### config.mk
export PLATFORM = sky130hd
export DESIGN_NAME = multiset_permutation_rank_unit
export DESIGN_NICKNAME = d
export VERILOG_FILES = /design/src/rtl/core/msprank_pkg.sv /design/src/rtl/core/multiset_permutation_rank_unit.sv
export SDC_FILE = /design/constraint.sdc
export NUM_CORES = 2
export LEC_CHECK = 0
export BUFFER_PORTS_ARGS = -buffer_cell sky130_fd_sc_hd__buf_2
export CORE_ASPECT_RATIO = 1.5
export CORE_UTILIZATION = 40
export DETAILED_ROUTE_END_ITERATION = 10
export GPL_TIMING_DRIVEN = 0
export PLACE_DENSITY = 0.53
export SLEW_MARGIN = 20
export SYNTH_ARGS = -nofsm -noshare
export SYNTH_HDL_FRONTEND = slang
export SYNTH_SLANG_ARGS = --single-unit
export TNS_END_PERCENT = 30
### constraint.sdc
create_clock -name clk -period 18.6 [get_ports clk]
set_clock_uncertainty 0.2 [all_clocks]
set_input_delay 5.58 -clock clk [delete_from_list [all_inputs] [get_ports clk]]
set_output_delay 5.58 -clock clk [all_outputs]
set_load 0.03 [all_outputs]
### src/rtl/core/msprank_pkg.sv
// types, constants and helper functions for the multiset permutation rank unit
// no dependencies; imported by multiset_permutation_rank_unit
package msprank_pkg;

  localparam int MAX_POS = 8;   // largest arrangement length
  localparam int DIGIT_W = 4;
  localparam int RANK_W  = 16;
  localparam int SM_W    = 3;   // count of smaller later digits, 0..7
  localparam int CNT_W   = 4;   // occurrences of a digit in a suffix, 1..8
  localparam int SH_W    = 2;   // power-of-two part of a count, 0..3

  typedef logic [DIGIT_W-1:0] digit_t;
  typedef logic [RANK_W-1:0]  rank_t;
  typedef logic [SM_W-1:0]    sm_t;
  typedef logic [CNT_W-1:0]   cnt_t;
  typedef logic [SH_W-1:0]    sh_t;

  // inverses of the odd count parts modulo 2^16
  localparam rank_t INV_1 = 16'h0001;
  localparam rank_t INV_3 = 16'hAAAB;
  localparam rank_t INV_5 = 16'hCCCD;
  localparam rank_t INV_7 = 16'h6DB7;

  // per-position data carried down the chain
  typedef struct packed {
    sm_t  [MAX_POS-1:0] sm;
    cnt_t [MAX_POS-1:0] cnt;
  } pos_info_t;

  // shift that strips the power of two out of a count
  function automatic sh_t div_shift(input cnt_t c);
    sh_t s;
    case (c)
      4'd2, 4'd6: s = 2'd1;
      4'd4:       s = 2'd2;
      4'd8:       s = 2'd3;
      default:    s = 2'd0;
    endcase
    return s;
  endfunction

  // modular inverse of the odd part of a count
  function automatic rank_t div_inv(input cnt_t c);
    rank_t v;
    case (c)
      4'd3, 4'd6: v = INV_3;
      4'd5:       v = INV_5;
      4'd7:       v = INV_7;
      default:    v = INV_1;
    endcase
    return v;
  endfunction

endpackage

### src/rtl/core/multiset_permutation_rank_unit.sv
// throughput: one transaction per cycle; busy is high only while rst_n is low
// path from start to out_valid: capture stage, count stage, then one two-register step
// per digit position, each with two 16x16 multipliers
// rank built right to left: term = perms(suffix) * smaller / count, exact division
// rst_n synchronous active low clears all valid bits; payload registers are not reset
// depends on msprank_pkg
module multiset_permutation_rank_unit
  import msprank_pkg::*;
#(
  parameter int NUM_DIGITS = 8
) (
  input  logic   clk,
  input  logic   rst_n,
  input  logic   start,
  output logic   busy,
  input  digit_t in_digit_0,
  input  digit_t in_digit_1,
  input  digit_t in_digit_2,
  input  digit_t in_digit_3,
  input  digit_t in_digit_4,
  input  digit_t in_digit_5,
  input  digit_t in_digit_6,
  input  digit_t in_digit_7,
  output logic   out_valid,
  output rank_t  out_rank
);

  localparam int LAT = 2 * NUM_DIGITS + 2;

  // never stalls outside reset
  assign busy = !rst_n;

  digit_t in_dig [MAX_POS];
  assign in_dig[0] = in_digit_0;
  assign in_dig[1] = in_digit_1;
  assign in_dig[2] = in_digit_2;
  assign in_dig[3] = in_digit_3;
  assign in_dig[4] = in_digit_4;
  assign in_dig[5] = in_digit_5;
  assign in_dig[6] = in_digit_6;
  assign in_dig[7] = in_digit_7;

  // stage 0: capture the transaction
  logic   v0_r;
  digit_t dig_r [NUM_DIGITS];

  always_ff @(posedge clk) begin
    if (!rst_n) begin
      v0_r <= 1'b0;
    end else begin
      v0_r <= start;
    end
  end

  always_ff @(posedge clk) begin
    for (int i = 0; i < NUM_DIGITS; i++) begin
      dig_r[i] <= in_dig[i];
    end
  end

  // stage 1: smaller later digits and suffix occurrences per position
  logic      v1_r;
  pos_info_t info1_r;
  pos_info_t info1_nxt;

  always_comb begin
    info1_nxt = '0;
    for (int i = 0; i < NUM_DIGITS; i++) begin
      for (int j = 0; j < NUM_DIGITS; j++) begin
        if (j > i && dig_r[j] < dig_r[i]) begin
          info1_nxt.sm[i] = info1_nxt.sm[i] + SM_W'(1);
        end
        if (j >= i && dig_r[j] == dig_r[i]) begin
          info1_nxt.cnt[i] = info1_nxt.cnt[i] + CNT_W'(1);
        end
      end
    end
  end

  always_ff @(posedge clk) begin
    if (!rst_n) begin
      v1_r <= 1'b0;
    end else begin
      v1_r <= v0_r;
    end
  end

  always_ff @(posedge clk) begin
    info1_r <= info1_nxt;
  end

  // chain links between position steps
  logic      ch_v    [NUM_DIGITS+1];
  rank_t     ch_p    [NUM_DIGITS+1];
  rank_t     ch_tot  [NUM_DIGITS+1];
  pos_info_t ch_info [NUM_DIGITS+1];

  assign ch_v[0]    = v1_r;
  assign ch_p[0]    = rank_t'(1);
  assign ch_tot[0]  = '0;
  assign ch_info[0] = info1_r;

  // one step per position, last position first
  for (genvar k = 0; k < NUM_DIGITS; k++) begin : g_step
    localparam int POS = NUM_DIGITS - 1 - k;
    localparam int M   = k + 1;   // suffix length at this position

    logic                va_r;
    rank_t               xt_r;
    rank_t               xp_r;
    sh_t                 sh_r;
    rank_t               inv_r;
    rank_t               tota_r;
    pos_info_t           infoa_r;
    logic [RANK_W+2:0]   xt_full;
    logic [RANK_W+3:0]   xp_full;

    logic                vb_r;
    rank_t               pb_r;
    rank_t               totb_r;
    pos_info_t           infob_r;
    logic [2*RANK_W-1:0] mt_full;
    logic [2*RANK_W-1:0] mp_full;
    rank_t               term;

    // sub-step a: scale suffix perms by smaller count and by length
    assign xt_full = {3'b0, ch_p[k]} * {{RANK_W{1'b0}}, ch_info[k].sm[POS]};
    assign xp_full = {4'b0, ch_p[k]} * (RANK_W+4)'(M);

    always_ff @(posedge clk) begin
      if (!rst_n) begin
        va_r <= 1'b0;
      end else begin
        va_r <= ch_v[k];
      end
    end

    always_ff @(posedge clk) begin
      xt_r    <= xt_full[RANK_W-1:0];
      xp_r    <= xp_full[RANK_W-1:0];
      sh_r    <= div_shift(ch_info[k].cnt[POS]);
      inv_r   <= div_inv(ch_info[k].cnt[POS]);
      tota_r  <= ch_tot[k];
      infoa_r <= ch_info[k];
    end

    // sub-step b: exact division by the count, accumulate the term
    assign mt_full = {{RANK_W{1'b0}}, xt_r >> sh_r} * {{RANK_W{1'b0}}, inv_r};
    assign mp_full = {{RANK_W{1'b0}}, xp_r >> sh_r} * {{RANK_W{1'b0}}, inv_r};
    assign term    = mt_full[RANK_W-1:0];

    always_ff @(posedge clk) begin
      if (!rst_n) begin
        vb_r <= 1'b0;
      end else begin
        vb_r <= va_r;
      end
    end

    always_ff @(posedge clk) begin
      pb_r    <= mp_full[RANK_W-1:0];
      totb_r  <= tota_r + term;
      infob_r <= infoa_r;
    end

    assign ch_v[k+1]    = vb_r;
    assign ch_p[k+1]    = pb_r;
    assign ch_tot[k+1]  = totb_r;
    assign ch_info[k+1] = infob_r;
  end

  assign out_valid = ch_v[NUM_DIGITS];
  assign out_rank  = ch_tot[NUM_DIGITS];

  // every result comes from an earlier transaction
  a_result_origin: assert property (@(posedge clk) disable iff (!rst_n)
    out_valid |-> $past(start, LAT))
    else $error("result without matching transaction");

  // every transaction yields its result
  a_no_loss: assert property (@(posedge clk) disable iff (!rst_n)
    start |-> ##LAT out_valid)
    else $error("transaction lost in pipeline");

  // rank stays below the number of orderings of eight digits
  a_rank_range: assert property (@(posedge clk) disable iff (!rst_n)
    out_valid |-> out_rank < 16'd40320)
    else $error("rank out of range");

  // the last position has no later digits and occurs once in its suffix
  a_last_pos: assert property (@(posedge clk) disable iff (!rst_n)
    v1_r |-> (info1_r.sm[NUM_DIGITS-1] == '0 && info1_r.cnt[NUM_DIGITS-1] == CNT_W'(1)))
    else $error("bad counts at last position");

endmodule
After elaboration in Yosys (flattened, before gate mapping)
Memories as Yosys holds them, arrays and structs flattened.
Cells that the tools add are included.
Storage, ports and cells
  flip-flop bits (word level): 1051
  bits in writable memories: 32
  bits of input ports: 35
  output and inout bits: 18
  logic and storage cells: 464
  memories: 1
Cells by class
  $add $sub $neg: 48
  $mul: 23
  $lt $le $gt $ge: 28
  equality and inequality tests: 77
  shift-type cells: 13
  multiplexer cells: 70
  reductions and logical operators: 15
Memories
  dig_r: words 8, bits a word 4, read ports 8, clocked after memory_dff 0, wr ports 8, RTL line multiset_permutation_rank_unit.sv:45  | digit_t dig_r [NUM_DIGITS];
Operators with widths (number)
  $pmux 16 s3: 7
  $mul 16x16->16: 13
  $shr 16x2->16: 11
  $eq 4x4->1: 28
  $lt 4x4->1: 28
  $add 16x16->16: 6
  $eq 4x3->1 const B: 24
  $mul 16x3->16: 6
  $mux 4: 21
  $mux 3: 21
  $add 4x1->4 const B: 15
  $eq 4x2->1 const B: 12
  $add 3x1->3 const B: 15
  $pmux 2 s3: 7
  $mul 16x3->16 const B: 2
  $reduce_or 2->1: 14
  $eq 4x4->1 const B: 6
  $add 2x1->3 const B: 6
  $mul 16x2->15 const B: 1
  $mul 16x2->16 const B: 1
  $shr 1x2->16: 1
  $shr 2x2->16 const A: 1
  $mux 2: 7
  $add 1x1->2 const B: 6
  other kinds (5): 15

Depth between registers and ports, before layout
An unclocked memory read counts as a cell.
  depth in word-level cells: 15
  mapped depth: 27
  gate-level depth less buffers: 24

Least setup slack after synthesis
No wires, ideal clock.
  kind: input -> output
  start point: input port rst_n
  end point: output port busy
  arrival time: 5.933 ns
  data required time: 12.820 ns
  setup slack: 6.887 ns
  stages on the path: 2
  path buffers: 1
  path through: clkbuf_1 > inv_1
On the way
  cells in the longest elaborated chain, start to end: 1
Ends and longest elaborated chain
  from (decl): RTL line multiset_permutation_rank_unit.sv:13  | input logic rst_n,
  $logic_not 1->1
  to (decl): RTL line multiset_permutation_rank_unit.sv:15  | output logic busy,
No other way between the ends.

Worst setup path after layout
Ends and elaborated chain as after synthesis.

==> flow_metrics.tcl <==
set metrics [dict create \
    drtIter0Drc 1665 \
    die_area_sq_mm 0.190 \
    die_w_microns 356 \
    fp.dieH_microns 533 \
    r2r_start "g_step[3].sh_r[1]$_SDFF_PN0_" \
    final_common_cell "inv_1" \
    cp_top_family "buffers and inverters" \
    critPathKind "input pin to output pin" \
    rows 194 \
    grt_usage_pct 18.7 \
    p_total_mw 14.6 \
    drive_above_1_share_pct 5.32 \
    slowest_stage "clkbuf_1" \
    power.clock.fraction_pct 14.1 \
    switchingPower_mw 6.54 \
    final_cell_mix "inv_1 (1708), dfxtp_1 (944), ha_1 (922), fa_1 (912), nand2_1 (698)" \
    path_cells "buf_2 > clkbuf_1 > inv_1 > buf_2" \
    gp_congestion 0.906 \
    design.portCount 53 \
    critPathMaxStageDelay_ns 0.30 \
    via_per_inst 4.73 \
    pre_cts_ws_ns 6.47 \
    dp_cells 10000 \
    worstPathMaxFanout 10 \
    dp_hpwl_microns 147000 \
    avgSynthCellArea_sq_um 9.97 \
    slew_headroom_pct 27.8 \
    ctsLongestPathBuffers 3 \
    synth-main-ff-cell "dfxtp_1" \
    cp-start-kind "input pin" \
    timing.rr.end "g_step[3].pb_r[15]$_DFF_P_" \
    seq_area_frac_synth_pct 25.2 \
    dr_total_vias 48300 \
    syn_inst 7537 \
    clock_latency_ns 0.73 \
    path_clk_slew_ns 0.06 \
    coreArea_sq_mm 0.186 \
    status "finished with violations" \
    cts_resized 0 \
    routedWlPerCell_microns 16.9 \
    root_buffer "clkbuf_16" \
    r2r_cells 22 \
    drtPass1Iterations 8 \
    final-hold-violation-count 0 \
    ys_ff_latch 944 \
    cts_buffers 99 \
    combPwrFrac_pct 63.6 \
    setup_viol 0 \
    cp_common_cell "buf_2" \
    p_per_area_mw_per_mm2 178 \
    cts_hold_buf 0 \
    fin_setup_tns_ns 0 \
    rsz0062_at_grt "false" \
    slew_violations 0 \
    hp-class "flop to flop" \
    num-nets-final 9560 \
    period_share_pct 65.0 \
    maxCapViolations 0 \
    drtAntennaViolNets 0 \
    crit_required_ns 12.82 \
    synth_edf_count 0 \
    crit_arrival_ns 6.31 \
    yosysUniqueCellTypes 64 \
    whs_endpoint "g_step[3].infoa_r[10]$_DFF_P_" \
    failed_checks "DRC" \
    gr-total-overflow 0 \
    synth_warnings 0 \
    seqPwrFrac_pct 22.3 \
    worst_pin_slew_ns 1.08 \
    reg2reg_setup_slack_ns 11.18 \
    cp_num_buf_inv 4 \
    cts_tree "built" \
    cts.htree.levels 3 \
    endpoint_kind "output pin" \
    clock.fmax_mhz 82.7 \
    fin_ws_ns 6.51 \
    holdPathStages 0 \
    grt_pass1_wl_microns 277000 \
    swShare_pct 45.0 \
    stdcell_count 10200 \
    drc 8 \
    grt_max_degree 16 \
    routed_wl_microns 173000 \
    clock_sinks 944 \
    synth_area_sq_mm 0.0751 \
    period_needed_ns 12.09 \
    antenna_found_initial 1 \
    cts_setup_buffers 0 \
    io_buffer_count 52 \
    peakVddDrop_mv 0.249 \
    p_leak_nw 40.0 \
    hold_start "ch_info[290]$_DFF_P_" \
    area_delta_synth_final_pct 9.03 \
    grt_pass1_vias 52500 \
    async_flop_share_pct 0 \
    intPower_mw 8.01 \
    initial_utilization_pct 40.3 \
]
==> cell usage after synthesis, types with 14 or more instances <==
master / instances / area (sq um)
inv_1: 1708 / 6410
dfxtp_1: 944 / 18900
ha_1: 922 / 11500
fa_1: 912 / 18300
nand2_1: 698 / 2620
xnor2_1: 444 / 3890
and2_1: 415 / 2600
a21oi_1: 192 / 961
nor2_1: 134 / 503
xor2_1: 130 / 1140
nor2b_1: 120 / 751
o21ai_0: 103 / 515
clkbuf_1: 100 / 375
mux2i_1: 96 / 961
mux4_2: 70 / 1580
a21o_1: 53 / 398
nand2b_1: 49 / 307
nand3_1: 41 / 205
mux2_2: 34 / 383
nor3_1: 31 / 155
or2_2: 29 / 181
a31oi_1: 28 / 175
a211oi_1: 26 / 195
and3_1: 21 / 131
nand4_1: 21 / 131
buf_2: 19 / 95.1
o21a_1: 16 / 120
a21boi_0: 15 / 113
or3_1: 14 / 87.6
==> kinds of logic (layout without fill, tap and decap cells) <==
| family | Yosys count | in the layout | synth area share [%] |
|---|---|---|---|
| compound gates | 519 | 519 | 4.26 |
| flops | 944 | 944 | 25.2 |
| fa+ha+maj | 1834 | 1834 | 39.7 |
| other cells | 1 | 4 | 0.00499 |
| xor+xnor | 580 | 580 | 6.86 |
| buf+inv | 1847 | 2085 | 9.38 |
| simple gates | 1605 | 1605 | 10.6 |
| mux | 207 | 207 | 4.11 |
==> per-layer routing <==
metal,up-vias,part of all wire (%),global-route usage [%]
li1,23500,-,-
met1,23700,36,19.0
met2,722,56,36.9
met3,381,2.4,1.79
met4,0,5.3,9.35
met5,-,0,0
==> through the flow <==
stage / instance area, sq um / hold slack [ns] / util (%)
final: 81900 / 0.111 / 43.9
after global routing: 81900 / 0.111 / 43.9
after CTS: 81900 / 0.103 / 43.9
after detailed placement: 78400 / 0.112 / 42.1
after global placement: 78400 / 0.110 / 42.1
after floorplan: 75100 / 0.110 / -
==> worst reg2reg max path, cell delays in order, from the launching register on <==
cell and delay [ns]:
dfxtp_1 0.31, buf_2 0.26, buf_2 0.32, clkbuf_1 0.44, nor2_1 0.10, a21oi_1 0.84, and2_1 0.30, ha_1 0.17
inv_1 0.06, fa_1 0.54, inv_1 0.05, fa_1 0.47, fa_1 0.56, inv_1 0.08, fa_1 0.53, fa_1 0.46
xor2_1 0.25, xnor2_1 0.20, xnor2_1 0.17, xnor2_1 0.18, xnor2_1 0.12, xnor2_1 0.54, xnor2_1 0.15
==> cell type report <==
class,count,area (sq um)
repair buffers,52,260
well taps,2450,3070
clock inverters,59,704
fillers,18100,105000
diodes,2,5.00
multi-input cells,4747,49200
plain buffers,139,632
inverters,1708,6410
flip-flops and latches,944,18900
clock buffers,127,2740
==> state kept, by name, indices dropped and copies added, names as in the netlist <==
signal,cells
g_step.xt_r,97
g_step.tota_r,82
g_step.sh_r,12
g_step.xp_r,77
v0_r,1
ch_info,224
dig_r,32
out_rank,16
g_step.pb_r,84
g_step.infoa_r,183
g_step.inv_r,37
g_step.vb_r,7
g_step.totb_r,82
v1_r,1
out_valid,1
g_step.va_r,8
==> worst max-delay path by stage <==
| stage | startpoint | endpoint | slack, ns | cells after the start |
|---|---|---|---|---|
| after detailed placement | rst_n | busy | 6.47 | 4 |
| after floorplan | rst_n | busy | 6.89 | 2 |
| final | rst_n | busy | 6.51 | 4 |
| after global placement | rst_n | busy | 6.47 | 4 |
| after CTS | rst_n | busy | 6.46 | 4 |
| after global routing | rst_n | busy | 6.41 | 4 |
==> power by group through the flow <==
stage,Sequential (mW),Clock (mW),Combinational (mW)
2_1_floorplan,3.11,0,7.02
3_3_place_gp,3.30,0,9.29
3_5_place_dp,3.31,0,9.40
4_1_cts,3.27,2.13,9.48
5_1_grt,3.33,2.21,10.5
6_report,3.25,2.05,9.25
Power figures use the tool's default switching activity.
